--- config.mk ---
export PLATFORM = sky130hd
export DESIGN_NAME = iq_sample_word_unpack
export DESIGN_NICKNAME = d
export VERILOG_FILES = /design/src/rtl/iqunp_pkg.sv /design/src/rtl/iq_sample_word_unpack.sv /design/src/rtl/iqunp_front.sv /design/src/rtl/iqunp_fifo.sv /design/src/rtl/iqunp_back.sv
export SDC_FILE = /design/constraint.sdc
export NUM_CORES = 1
export LEC_CHECK = 0
export BUFFER_PORTS_ARGS = -buffer_cell sky130_fd_sc_hd__buf_4
export CAP_MARGIN = 20
export CORE_ASPECT_RATIO = 0.75
export CORE_MARGIN = 3
export CORE_UTILIZATION = 40
export CTS_CLUSTER_DIAMETER = 100
export DETAILED_ROUTE_END_ITERATION = 12
export PLACE_DENSITY = 0.57
export RECOVER_POWER = 50
export SLEW_MARGIN = 20
export SYNTH_ARGS = -nofsm -noshare
export SYNTH_HDL_FRONTEND = slang
export SYNTH_SLANG_ARGS = --single-unit
--- constraint.sdc ---
create_clock -name clk -period 6 [get_ports clk]
set_input_delay 1.2 -clock clk [delete_from_list [all_inputs] [get_ports clk]]
set_output_delay 1.2 -clock clk [all_outputs]
set_load 0.005 [all_outputs]
--- src/rtl/iqunp_pkg.sv ---
// Shared types, constants and decode helpers for the I/Q sample word unpacker.
// Used by every module of the block; depends on nothing.
package iqunp_pkg;

    localparam int WORD_W     = 64;
    localparam int CFG_IDX_W  = 8;
    localparam int CFG_DATA_W = 8;

    // Configuration register indexes.
    localparam logic [CFG_IDX_W-1:0] CFG_BPC   = 8'd0;
    localparam logic [CFG_IDX_W-1:0] CFG_CHANS = 8'd1;

    // Quantization widths.
    localparam logic [1:0] BPC_NONE  = 2'd0;
    localparam logic [1:0] BPC_ONE   = 2'd1;
    localparam logic [1:0] BPC_TWO   = 2'd2;
    localparam logic [1:0] BPC_THREE = 2'd3;

    // Sample times per word, indexed by bits_per_component * channel_count (1 to 32).
    localparam logic [5:0] TIMES_LUT [0:32] = '{
        6'd0,  6'd32, 6'd16, 6'd10, 6'd8,  6'd6,  6'd5,  6'd4,  6'd4,  6'd3,  6'd3,
        6'd2,  6'd2,  6'd2,  6'd2,  6'd2,  6'd2,
        6'd1,  6'd1,  6'd1,  6'd1,  6'd1,  6'd1,  6'd1,  6'd1,
        6'd1,  6'd1,  6'd1,  6'd1,  6'd1,  6'd1,  6'd1,  6'd1
    };

    // One aligned word waiting to be unpacked.
    typedef struct packed {
        logic [WORD_W-1:0] word;
        logic [5:0]        total;
        logic [1:0]        bpc;
        logic [5:0]        chans;
    } entry_t;

    // A code with its top bit clear maps to code + 1, otherwise to code - 2^q.
    function automatic logic signed [3:0] decode_code(logic [2:0] code, logic [1:0] bpc);
        logic       top;
        logic [3:0] full;
        logic [3:0] wide;
        case (bpc)
            BPC_ONE: top = code[0];
            BPC_TWO: top = code[1];
            default: top = code[2];
        endcase
        full = 4'd1 << bpc;
        wide = {1'b0, code};
        if (!top)
        begin
            return signed'(wide + 4'd1);
        end
        return signed'(wide - full);
    endfunction

endpackage

--- src/rtl/iq_sample_word_unpack.sv ---
// Accepted words are queued, then unpacked by the back part into registered results.
// Throughput: one result per cycle from the back sequencer while the output is not
// stalled, up to 32 results per word; words that yield no result are not queued.
// The queue lets the next word be accepted while the current one is still unpacked.
// Reset: asynchronous, active low; registers return to one bit and one channel,
// and no word is accepted in the first cycle after reset or after a register write.
module iq_sample_word_unpack
#(
    parameter int QUEUE_DEPTH = 2
)
(
    input  logic                                clk,
    input  logic                                rst_n,
    input  logic                                s_axis_tvalid,
    output logic                                s_axis_tready,
    input  logic [63:0]                         s_axis_tdata,   // raw_word[63:0]
    output logic                                m_axis_tvalid,
    input  logic                                m_axis_tready,
    // i_value[3:0], q_value[7:4], channel_index[12:8], time_index[17:13], zeros[23:18]
    output logic [23:0]                         m_axis_tdata,
    output logic                                m_axis_tlast,   // last_of_word
    input  logic                                cfg_valid,
    output logic                                cfg_ready,
    input  logic [iqunp_pkg::CFG_IDX_W-1:0]     cfg_index,
    input  logic [iqunp_pkg::CFG_DATA_W-1:0]    cfg_data
);

    iqunp_pkg::entry_t push_entry;
    iqunp_pkg::entry_t pop_entry;
    logic              push;
    logic              queue_full;
    logic              pop;
    logic              pop_valid;
    logic [3:0]        out_i;
    logic [3:0]        out_q;
    logic [4:0]        out_chan;
    logic [4:0]        out_time;

    iqunp_front u_front
    (
        .clk        (clk),
        .rst_n      (rst_n),
        .cfg_valid  (cfg_valid),
        .cfg_ready  (cfg_ready),
        .cfg_index  (cfg_index),
        .cfg_data   (cfg_data),
        .in_valid   (s_axis_tvalid),
        .in_ready   (s_axis_tready),
        .in_word    (s_axis_tdata),
        .queue_full (queue_full),
        .push       (push),
        .push_entry (push_entry)
    );

    iqunp_fifo #(
        .DEPTH (QUEUE_DEPTH)
    ) u_fifo
    (
        .clk       (clk),
        .rst_n     (rst_n),
        .push      (push),
        .push_data (push_entry),
        .full      (queue_full),
        .pop       (pop),
        .pop_valid (pop_valid),
        .pop_data  (pop_entry)
    );

    iqunp_back u_back
    (
        .clk       (clk),
        .rst_n     (rst_n),
        .ent_valid (pop_valid),
        .ent       (pop_entry),
        .ent_pop   (pop),
        .out_valid (m_axis_tvalid),
        .out_ready (m_axis_tready),
        .out_i     (out_i),
        .out_q     (out_q),
        .out_chan  (out_chan),
        .out_time  (out_time),
        .out_last  (m_axis_tlast)
    );

    assign m_axis_tdata = {6'd0, out_time, out_chan, out_q, out_i};

    // Decoded sample values are never zero.
    assert property (@(posedge clk) disable iff (!rst_n)
        m_axis_tvalid |-> (m_axis_tdata[3:0] != 4'd0) && (m_axis_tdata[7:4] != 4'd0))
        else $error("decoded sample value is zero");

    // The result after the last one of a word opens a new word at its first position.
    assert property (@(posedge clk) disable iff (!rst_n)
        (m_axis_tvalid && m_axis_tready && m_axis_tlast) |=>
        (!m_axis_tvalid || (m_axis_tdata[17:8] == 10'd0)))
        else $error("new word does not start at time zero, channel zero");

    // A transfer that is not the last of its word is followed by another result of it.
    assert property (@(posedge clk) disable iff (!rst_n)
        (m_axis_tvalid && m_axis_tready && !m_axis_tlast) |=>
        !(m_axis_tvalid && (m_axis_tdata[17:8] == 10'd0)))
        else $error("word restarted before its last result");

endmodule

--- src/rtl/iqunp_front.sv ---
// Front part of the unpacker: configuration registers, per-word layout and alignment.
// Depends on iqunp_pkg; feeds aligned words into the queue.
module iqunp_front
(
    input  logic                                clk,
    input  logic                                rst_n,
    input  logic                                cfg_valid,
    output logic                                cfg_ready,
    input  logic [iqunp_pkg::CFG_IDX_W-1:0]     cfg_index,
    input  logic [iqunp_pkg::CFG_DATA_W-1:0]    cfg_data,
    input  logic                                in_valid,
    output logic                                in_ready,
    input  logic [iqunp_pkg::WORD_W-1:0]        in_word,
    input  logic                                queue_full,
    output logic                                push,
    output iqunp_pkg::entry_t                   push_entry
);

    logic [1:0]  bpc_reg;
    logic [5:0]  chans_reg;
    logic        pend_reg;
    logic        ok_reg;
    logic [5:0]  total_reg;
    logic [5:0]  spare_reg;

    logic [7:0]  prod_next;
    logic        ok_next;
    logic [5:0]  times_next;
    logic [11:0] total_wide;
    logic [5:0]  total_next;
    logic [6:0]  used_next;
    logic [6:0]  spare_wide;
    logic [5:0]  spare_next;
    logic        cfg_fire;

    assign cfg_ready = 1'b1;
    assign cfg_fire  = cfg_valid && cfg_ready;

    // Layout of one word: how many results it yields and how many spare bits lead it.
    always_comb
    begin
        prod_next  = 8'({6'd0, bpc_reg} * {2'd0, chans_reg});
        ok_next    = (bpc_reg != iqunp_pkg::BPC_NONE) && (chans_reg != 6'd0)
                     && (prod_next <= 8'd32);
        times_next = ok_next ? iqunp_pkg::TIMES_LUT[prod_next[5:0]] : 6'd0;
        total_wide = times_next * chans_reg;
        total_next = total_wide[5:0];
        used_next  = 7'({1'b0, total_next} * {bpc_reg, 1'b0});
        spare_wide = 7'd64 - used_next;
        spare_next = spare_wide[5:0];
    end

    always_ff @(posedge clk or negedge rst_n)
    begin
        if (!rst_n)
        begin
            bpc_reg   <= iqunp_pkg::BPC_ONE;
            chans_reg <= 6'd1;
            pend_reg  <= 1'b1;
        end
        else
        begin
            pend_reg <= cfg_fire;
            if (cfg_fire)
            begin
                if (cfg_index == iqunp_pkg::CFG_BPC)
                begin
                    bpc_reg <= cfg_data[1:0];
                end
                else if (cfg_index == iqunp_pkg::CFG_CHANS)
                begin
                    chans_reg <= cfg_data[5:0];
                end
            end
        end
    end

    always_ff @(posedge clk)
    begin
        ok_reg    <= ok_next;
        total_reg <= total_next;
        spare_reg <= spare_next;
    end

    // The layout registers settle in the cycle after a configuration write.
    assign in_ready = !queue_full && !pend_reg;
    assign push     = in_valid && in_ready && ok_reg;

    always_comb
    begin
        push_entry.word  = in_word << spare_reg;
        push_entry.total = total_reg;
        push_entry.bpc   = bpc_reg;
        push_entry.chans = chans_reg;
    end

endmodule

--- src/rtl/iqunp_fifo.sv ---
// Short first-word-fall-through queue between the front and back parts.
// Depends on iqunp_pkg for the entry type.
module iqunp_fifo
#(
    parameter int DEPTH = 2
)
(
    input  logic              clk,
    input  logic              rst_n,
    input  logic              push,
    input  iqunp_pkg::entry_t push_data,
    output logic              full,
    input  logic              pop,
    output logic              pop_valid,
    output iqunp_pkg::entry_t pop_data
);

    localparam int AW = (DEPTH > 1) ? $clog2(DEPTH) : 1;
    localparam int CW = $clog2(DEPTH + 1);

    iqunp_pkg::entry_t mem [0:DEPTH-1];

    logic [AW-1:0] wr_ptr_reg;
    logic [AW-1:0] rd_ptr_reg;
    logic [CW-1:0] count_reg;
    logic [AW-1:0] wr_ptr_next;
    logic [AW-1:0] rd_ptr_next;
    logic [CW-1:0] count_next;
    logic          do_push;
    logic          do_pop;

    assign full      = (count_reg == CW'(DEPTH));
    assign pop_valid = (count_reg != '0);
    assign pop_data  = mem[rd_ptr_reg];
    assign do_push   = push && !full;
    assign do_pop    = pop && pop_valid;

    always_comb
    begin
        wr_ptr_next = wr_ptr_reg;
        rd_ptr_next = rd_ptr_reg;
        count_next  = count_reg;
        if (do_push)
        begin
            wr_ptr_next = (wr_ptr_reg == AW'(DEPTH - 1)) ? '0 : wr_ptr_reg + 1'b1;
        end
        if (do_pop)
        begin
            rd_ptr_next = (rd_ptr_reg == AW'(DEPTH - 1)) ? '0 : rd_ptr_reg + 1'b1;
        end
        if (do_push && !do_pop)
        begin
            count_next = count_reg + 1'b1;
        end
        else if (do_pop && !do_push)
        begin
            count_next = count_reg - 1'b1;
        end
    end

    always_ff @(posedge clk or negedge rst_n)
    begin
        if (!rst_n)
        begin
            wr_ptr_reg <= '0;
            rd_ptr_reg <= '0;
            count_reg  <= '0;
        end
        else
        begin
            wr_ptr_reg <= wr_ptr_next;
            rd_ptr_reg <= rd_ptr_next;
            count_reg  <= count_next;
        end
    end

    always_ff @(posedge clk)
    begin
        if (do_push)
        begin
            mem[wr_ptr_reg] <= push_data;
        end
    end

endmodule

--- src/rtl/iqunp_back.sv ---
// Back part of the unpacker: walks one aligned word from the top, one result per cycle
// unless the output stalls. Depends on iqunp_pkg; drives the registered result stream.
module iqunp_back
(
    input  logic              clk,
    input  logic              rst_n,
    input  logic              ent_valid,
    input  iqunp_pkg::entry_t ent,
    output logic              ent_pop,
    output logic              out_valid,
    input  logic              out_ready,
    output logic [3:0]        out_i,
    output logic [3:0]        out_q,
    output logic [4:0]        out_chan,
    output logic [4:0]        out_time,
    output logic              out_last
);

    logic        act_reg;
    logic        ov_reg;
    logic [63:0] sh_reg;
    logic [5:0]  rem_reg;
    logic [4:0]  ch_reg;
    logic [4:0]  tm_reg;
    logic [1:0]  bpc_reg;
    logic [5:0]  chans_reg;
    logic [3:0]  oi_reg;
    logic [3:0]  oq_reg;
    logic [4:0]  och_reg;
    logic [4:0]  otm_reg;
    logic        olast_reg;

    logic        act_next;
    logic        ov_next;
    logic [63:0] sh_next;
    logic [5:0]  rem_next;
    logic [4:0]  ch_next;
    logic [4:0]  tm_next;
    logic [1:0]  bpc_next;
    logic [5:0]  chans_next;
    logic [3:0]  oi_next;
    logic [3:0]  oq_next;
    logic [4:0]  och_next;
    logic [4:0]  otm_next;
    logic        olast_next;

    logic        adv;
    logic        finishing;
    logic [2:0]  icode;
    logic [2:0]  qcode;
    logic [63:0] sh_step;
    logic [5:0]  ch_last_wide;

    always_comb
    begin
        adv          = act_reg && (!ov_reg || out_ready);
        finishing    = adv && (rem_reg == 6'd1);
        ent_pop      = ent_valid && (!act_reg || finishing);
        ch_last_wide = chans_reg - 6'd1;

        case (bpc_reg)
            iqunp_pkg::BPC_ONE:
            begin
                icode   = {2'd0, sh_reg[63]};
                qcode   = {2'd0, sh_reg[62]};
                sh_step = sh_reg << 2;
            end
            iqunp_pkg::BPC_TWO:
            begin
                icode   = {1'b0, sh_reg[63:62]};
                qcode   = {1'b0, sh_reg[61:60]};
                sh_step = sh_reg << 4;
            end
            default:
            begin
                icode   = sh_reg[63:61];
                qcode   = sh_reg[60:58];
                sh_step = sh_reg << 6;
            end
        endcase

        act_next   = act_reg;
        sh_next    = sh_reg;
        rem_next   = rem_reg;
        ch_next    = ch_reg;
        tm_next    = tm_reg;
        bpc_next   = bpc_reg;
        chans_next = chans_reg;
        oi_next    = oi_reg;
        oq_next    = oq_reg;
        och_next   = och_reg;
        otm_next   = otm_reg;
        olast_next = olast_reg;
        ov_next    = out_ready ? 1'b0 : ov_reg;

        if (adv)
        begin
            ov_next    = 1'b1;
            oi_next    = iqunp_pkg::decode_code(icode, bpc_reg);
            oq_next    = iqunp_pkg::decode_code(qcode, bpc_reg);
            och_next   = ch_reg;
            otm_next   = tm_reg;
            olast_next = (rem_reg == 6'd1);
            sh_next    = sh_step;
            rem_next   = rem_reg - 6'd1;
            if (ch_reg == ch_last_wide[4:0])
            begin
                ch_next = 5'd0;
                tm_next = tm_reg + 5'd1;
            end
            else
            begin
                ch_next = ch_reg + 5'd1;
            end
            if (finishing)
            begin
                act_next = 1'b0;
            end
        end

        if (ent_pop)
        begin
            act_next   = 1'b1;
            sh_next    = ent.word;
            rem_next   = ent.total;
            ch_next    = 5'd0;
            tm_next    = 5'd0;
            bpc_next   = ent.bpc;
            chans_next = ent.chans;
        end
    end

    always_ff @(posedge clk or negedge rst_n)
    begin
        if (!rst_n)
        begin
            act_reg <= 1'b0;
            ov_reg  <= 1'b0;
        end
        else
        begin
            act_reg <= act_next;
            ov_reg  <= ov_next;
        end
    end

    always_ff @(posedge clk)
    begin
        sh_reg    <= sh_next;
        rem_reg   <= rem_next;
        ch_reg    <= ch_next;
        tm_reg    <= tm_next;
        bpc_reg   <= bpc_next;
        chans_reg <= chans_next;
        oi_reg    <= oi_next;
        oq_reg    <= oq_next;
        och_reg   <= och_next;
        otm_reg   <= otm_next;
        olast_reg <= olast_next;
    end

    assign out_valid = ov_reg;
    assign out_i     = oi_reg;
    assign out_q     = oq_reg;
    assign out_chan  = och_reg;
    assign out_time  = otm_reg;
    assign out_last  = olast_reg;

endmodule

==> flow_summary.toml, run 1 <==
[cts]
cts_buffers = 30
ctsHtreeMaxLevel = 1
path_clk_slew_ps = 60
cts_hold_buffers = 0
root_buffer = "clkbuf_16"
cts_tree = "done"
clock_latency_ps = 560
cts_buffer_depth = 3
cts_sinks = 287

[routing]
drc_errors = 0
vias = 11240
drt-total-wl_mm = 37.64
drtIter0Drc = 986
firstDrtPassIters = 5
via_per_inst = 5.527
postRouteAntennaNets = 0
wl_per_cell_um = 18.50

[pwr]
ir_drop_mv = 0.2089
p_leak_nw = 6.934
finalPower_mw = 5.573
p_per_area_mw_per_mm2 = 303.7

[yosys]
yosysSeqAreaShare_pct = 51.52
ys_warn_count = 0
yosysMostFrequentCell = "edfxtp_1"
synth_cells = 1440
synth-edff-count = 250
async_reset_ff_share_pct = 5.226
synthFlopType = "edfxtp_1"
synthTopCellsByCount = "250 x edfxtp_1, 156 x nor2_1, 133 x mux2i_1"
yosysTopAreaCell = "edfxtp_1"
synth_top_area_share_pct = 46.45
synth_seq_cells = 287
syn_area_per_cell_sq_um = 11.22
netlist_top_cells_area = "edfxtp_1 46%, mux2i_1 8.2%, a211oi_1 3.6%"
synth_cell_types = 63
synthesis.area_sq_mm = 0.01616

[place]
postPlaceCellArea_sq_mm = 0.01733
hpwl_mm = 25.69
port_buffers = 103
gp_congestion = 0.8425

[timing]
min_period_over_period_pct = 94.23
setup_tns_ps = 0
relSlewSlack_pct = -159.9
fin_skew_ps = 31.86
hold_viol = 0
setup_viol = 0
holdWs_ps = 427.3
slew_violations = 267
final.min_clock_period_ps = 5654
max_freq_mhz = 176.9
worst_pin_slew_ps = 3896

[finish]
fin_nets = 1622
final_core_utilization_pct = 46.19
largest_reg_flops = 154
drive_above_1_share_pct = 15.79
fin_area_sq_mm = 0.01835
n_antenna_cell = 0
area.growth.synth_to_final_pct = 13.52

[run_status]
status = "complete, but fails checks"
violations = "capacitance limit, slew limit"

[hold_path]
min_to = "u_fifo.mem[0][8]"
hp-start = "u_front.total_reg[0]"
hp-class = "flop to flop"
whs_path_depth = 0

[floorplan]
start_util_pct = 40.68
num_io_pins = 113
rows = 63
core_area_sq_mm = 0.03973
fp.dieH_um = 180.1
dieArea_sq_mm = 0.04288
die_w_um = 238.1

[grt]
grt_overflow_total = 0
grt_pass1_vias = 10450
antenna_found_initial = 2
groute.usage.overall_pct = 17.21
grt_pass1_wl_mm = 59.75
grt_max_degree = 103

[run]
drv_cap = 6

[setup_path]
cp_data_arrival_time_ps = 6090
path_class = "flop to flop"
cp_slowest_cell = "fa_1"
r2r_start = "u_front.chans_reg[1]"
r2r_end = "u_front.total_reg[5]"
cp.required_ps = 6440
path_common_cell = "fa_1"
critPathCaptureType = "flop"
regToRegSetupSlack_ps = 350
cp-start-kind = "flop"
crit_chain = "and2_1, ha_1, fa_1, a211oi_1, nor3b_1, o32ai_2, o311ai_4, nor3_1, buf_4, nand3_1, fa_1, inv_1, ha_1, fa_1, fa_1, xor2_1, xnor2_1, xnor2_1, xnor2_1, xnor3_1"
slowest_delay_ps = 550
rr_worst_depth = 20
path_max_fanout = 7
==> cell usage in the layout (no fill, tap or decap), types with 28 or more instances in the layout <==
master,netlist,final
edfxtp_1,250,250
nor2_1,156,156
mux2i_1,133,133
nand2_1,115,114
a21oi_1,113,113
buf_4,7,92
a211oi_1,78,78
a22oi_1,60,60
o21ai_0,51,51
inv_1,36,35
ha_1,37,35
clkbuf_16,0,30
mux2_2,32,28
==> layout make-up <==
class | instances | area [sq um]
Fill cell | 3715 | 21380
Sequential cell | 287 | 8333
Multi-Input combinational cell | 1008 | 7276
Timing Repair Buffer | 125 | 899.6
Clock buffer | 37 | 817.0
Tap cell | 520 | 650.6
Clock inverter | 18 | 224.0
Inverter | 39 | 148.9
==> worst max path at each step <==
stage | start | to | slack [ps] | cells after the start
4_1_cts | u_front.chans_reg[1] | u_front.total_reg[5] | 260 | 19
3_3_place_gp | u_front.chans_reg[1] | u_front.total_reg[5] | 380 | 19
2_1_floorplan | u_front.chans_reg[0] | u_front.total_reg[5] | 360 | 20
6_report | u_front.chans_reg[1] | u_front.total_reg[5] | 350 | 20
5_1_grt | u_front.chans_reg[1] | u_front.total_reg[5] | -1 | 20
3_5_place_dp | u_front.chans_reg[1] | u_front.total_reg[5] | 290 | 19
==> metrics by stage <==
| step | cells | setup slack [ps] |
|---|---|---|
| 3_5_place_dp | 1978 | 285.6 |
| 4_1_cts | 2033 | 259.7 |
| 3_3_place_gp | 1978 | 375.7 |
| 5_1_grt | 2034 | -1.383 |
| 6_report | 2034 | 346.2 |
| 2_1_floorplan | 1445 | 355.2 |
==> cells by family (layout without fill, tap and decap cells) <==
family | Yosys count | after routing | synth area share, %
buffers and inverters | 150 | 219 | 3.770
XOR/XNOR | 41 | 41 | 2.353
other | 2 | 7 | 0.04646
AO/OA/AOI/OAI | 354 | 354 | 14.23
multiplexers | 191 | 191 | 14.09
AND/OR/NAND/NOR | 369 | 369 | 10.02
flip-flops | 287 | 287 | 51.52
adder cells (fa/ha/maj) | 46 | 46 | 3.979
==> metal layers <==
metal | global-route usage (%) | vias up | wire length (um)
li1 | - | 5454 | -
met1 | 29.09 | 5435 | 19900
met2 | 23.16 | 312 | 14970
met3 | 2.601 | 40 | 2222
met4 | 2.756 | 0 | 539
met5 | 0 | - | 0
==> worst max-delay path, delay by kind of cell, from the launching register on <==
kind                       cells  cell delay (ps)
and+or+nand+nor                4              600
DFF                            1              440
xor gates and xnor gates       5             1080
adders and majority gates      6             2440
AOI/OAI and AO/OA              3              780
buffers and inverters          2              210
==> where the power goes <==
part           switching, mW  leakage [nW]  total [mW]  internal (mW)
registers              0.231          2.69        2.69           2.46
clock network          0.742         0.515        1.92           1.18
logic                  0.510          3.72       0.968          0.458
total                   1.48          6.93        5.57           4.09
==> what timing repair did <==
item	in CTS	in global routing
gates resized for setup	0	2
buffers inserted	0	0
hold endpoints to repair	0	0
setup endpoints to repair	0	1
(Power assumes the default switching activity.)
==> run 2, diff against run 1 <==
--- a/config.mk
+++ b/config.mk
@@ -14,7 +14,6 @@
 export DETAILED_ROUTE_END_ITERATION = 12
 export PLACE_DENSITY = 0.57
 export RECOVER_POWER = 50
-export SLEW_MARGIN = 20
 export SYNTH_ARGS = -nofsm -noshare
 export SYNTH_HDL_FRONTEND = slang
 export SYNTH_SLANG_ARGS = --single-unit
==> constraint.sdc (replaced) <==
create_clock -name clk -period 6 [get_ports clk]
set_input_delay 0.3 -clock clk [delete_from_list [all_inputs] [get_ports clk]]
set_output_delay 0.3 -clock clk [all_outputs]
set_load 0.005 [all_outputs]
==> flow_summary.toml, run 2 (synthesis gave the netlist of run 1 again) <==
[timing]
final.setup.worst_slack_ps = 337.8
fin_skew_ps = 7.481
relSlewSlack_pct = -123.8
final.min_clock_period_ps = 5662
setup_viol = 0
max_freq_mhz = 176.6
min_period_over_period_pct = 94.37
slew_violations = 218
worst_pin_slew_ps = 3356
setup_tns_ps = 0
rsz0062_at_grt = "no"
hold_viol = 0

[run]
drv_cap = 5

[routing]
drt-met1-wl_mm = 20.21
drt-total-wl_mm = 37.43
postRouteAntennaNets = 0
wl_met2_mm = 14.84
drc_errors = 0
met3_length_mm = 1.956
wl_per_cell_um = 18.34
vias = 11200
via_per_inst = 5.489
drtIter0Drc = 988
dr.max_layer_used = "met4"
firstDrtPassIters = 5

[grt]
groute.usage.overall_pct = 17.27
grt_max_degree = 90
grt_pass1_vias = 10250
grt_overflow_total = 0
grt_pass1_wl_mm = 59.84
antenna_found_initial = 2

[floorplan]
die_w_um = 238.1
fp.dieH_um = 180.1
num_io_pins = 113
core_area_sq_mm = 0.03973
rows = 63
start_util_pct = 40.68
dieArea_sq_mm = 0.04288

[finish]
final_core_utilization_pct = 46.24
final_cell_mix = "250 x edfxtp_1, 156 x nor2_1, 133 x mux2i_1, 114 x nand2_1, 113 x a21oi_1"
fin_nets = 1628
n_antenna_cell = 0
area.growth.synth_to_final_pct = 13.66
drive_above_1_share_pct = 15.38
fin_area_sq_mm = 0.01837
largest_reg_flops = 154
layout_commonest_cell = "edfxtp_1"

[run_status]
status = "complete, but fails checks"
violations = "capacitance limit, slew limit"

[setup_path]
slowest_delay_ps = 540
path_class = "flop to flop"
critPathTopFamily = "adder cells"
crit_chain = "and2_1, ha_1, fa_1, a211oi_2, nor3b_1, o32ai_2, o311ai_4, nor3_1, buf_4, nand3_1, fa_1, inv_1, ha_1, fa_1, fa_1, xor2_1, xnor2_1, xnor2_1, xnor2_1, xnor3_1"
crit_buf_inv = 2
path_common_cell = "fa_1"
cp_data_arrival_time_ps = 6080
path_max_fanout = 7
critPathCaptureType = "flop"
cp_slowest_cell = "fa_1"
cp.required_ps = 6420
cp-start-kind = "flop"

[hold_path]
hp-class = "input port to flop"

[pwr]
p_seq_share_pct = 49.2
finalPower_mw = 5.507
p_clk_share_pct = 33.3
power.switching_mw = 1.460
ir_drop_mv = 0.2323
combPwrFrac_pct = 17.5
power.internal_mw = 4.047
p_leak_nw = 6.941
switching_share_pct = 26.51
p_per_area_mw_per_mm2 = 299.8

[cts]
ctsHtreeMaxLevel = 1
cts_buffer_depth = 3
clock_latency_ps = 540
cts_sinks = 287
root_buffer = "clkbuf_16"
cts_buffers = 30
path_clk_slew_ps = 60
cts_tree = "done"

[place]
port_buffers = 103
dp_slack_ps = 266.5
hpwl_mm = 25.54
postPlaceCellArea_sq_mm = 0.01732
gp_congestion = 0.8736
## run 2: metrics by stage
step	hold slack [ps]	cells
after floorplan	4.409	1445
after global placement	173.5	1977
after detailed placement	168.4	1977
after CTS	42.51	2041
after global routing	66.91	2041
final	71.23	2041
## run 2: power by group through the flow
stage	clock network (mW)	logic, mW	registers, mW
3_5_place_dp	0	0.939	2.75
3_3_place_gp	0	0.928	2.75
4_1_cts	1.88	0.949	2.72
6_report	1.84	0.962	2.71
5_1_grt	1.96	1.08	2.74
2_1_floorplan	0	0.719	2.62
## run 2: worst reg2reg max path, delay by kind of cell, from the launching register on
| family | cells | cell delay, ps |
|---|---|---|
| buffers and inverters | 2 | 220 |
| AO/OA/AOI/OAI | 3 | 770 |
| AND/OR/NAND/NOR | 4 | 620 |
| adder cells (fa/ha/maj) | 6 | 2440 |
| XOR/XNOR | 5 | 1060 |
| flip-flops | 1 | 440 |
## run 2: final timing paths
path / startpoint / endpoint / slack, ps / cells past startpoint
worst max register to register: u_front.chans_reg[1] / u_front.total_reg[5] / 340 / 20
worst min-delay path: m_axis_tready / u_back.out_valid / 70 / 3
max in group asynchronous: rst_n / u_back.act_reg / 5090 / 2
min in group asynchronous: rst_n / u_front.chans_reg[5] / 390 / 2
worst max-delay path: u_front.chans_reg[1] / u_front.total_reg[5] / 340 / 20
worst min register to register: u_front.total_reg[0] / u_fifo.mem[1][8] / 430 / 0
## run 2: area by class of cell
| type | instances | area [sq um] |
|---|---|---|
| Sequential cell | 287 | 8332 |
| Tap cell | 520 | 650.6 |
| Clock buffer | 50 | 948.4 |
| Multi-Input combinational cell | 1008 | 7281 |
| Inverter | 39 | 150.1 |
| Fill cell | 3692 | 21360 |
| Clock inverter | 6 | 58.81 |
| Timing Repair Buffer | 131 | 949.7 |
## run 2: per-layer routing
| metal | global-route usage (%) | vias to the layer above |
|---|---|---|
| met2 | 23.06 | 284 |
| li1 | - | 5474 |
| met3 | 1.805 | 32 |
| met5 | 0 | - |
| met1 | 30.04 | 5414 |
| met4 | 2.466 | 0 |
## run 2: what timing repair did
action	in CTS	in global routing
hold buffers	8	0
buffers inserted	0	0
endpoints found under the hold margin	24	0
setup endpoints to repair	0	1
resized for setup	0	3
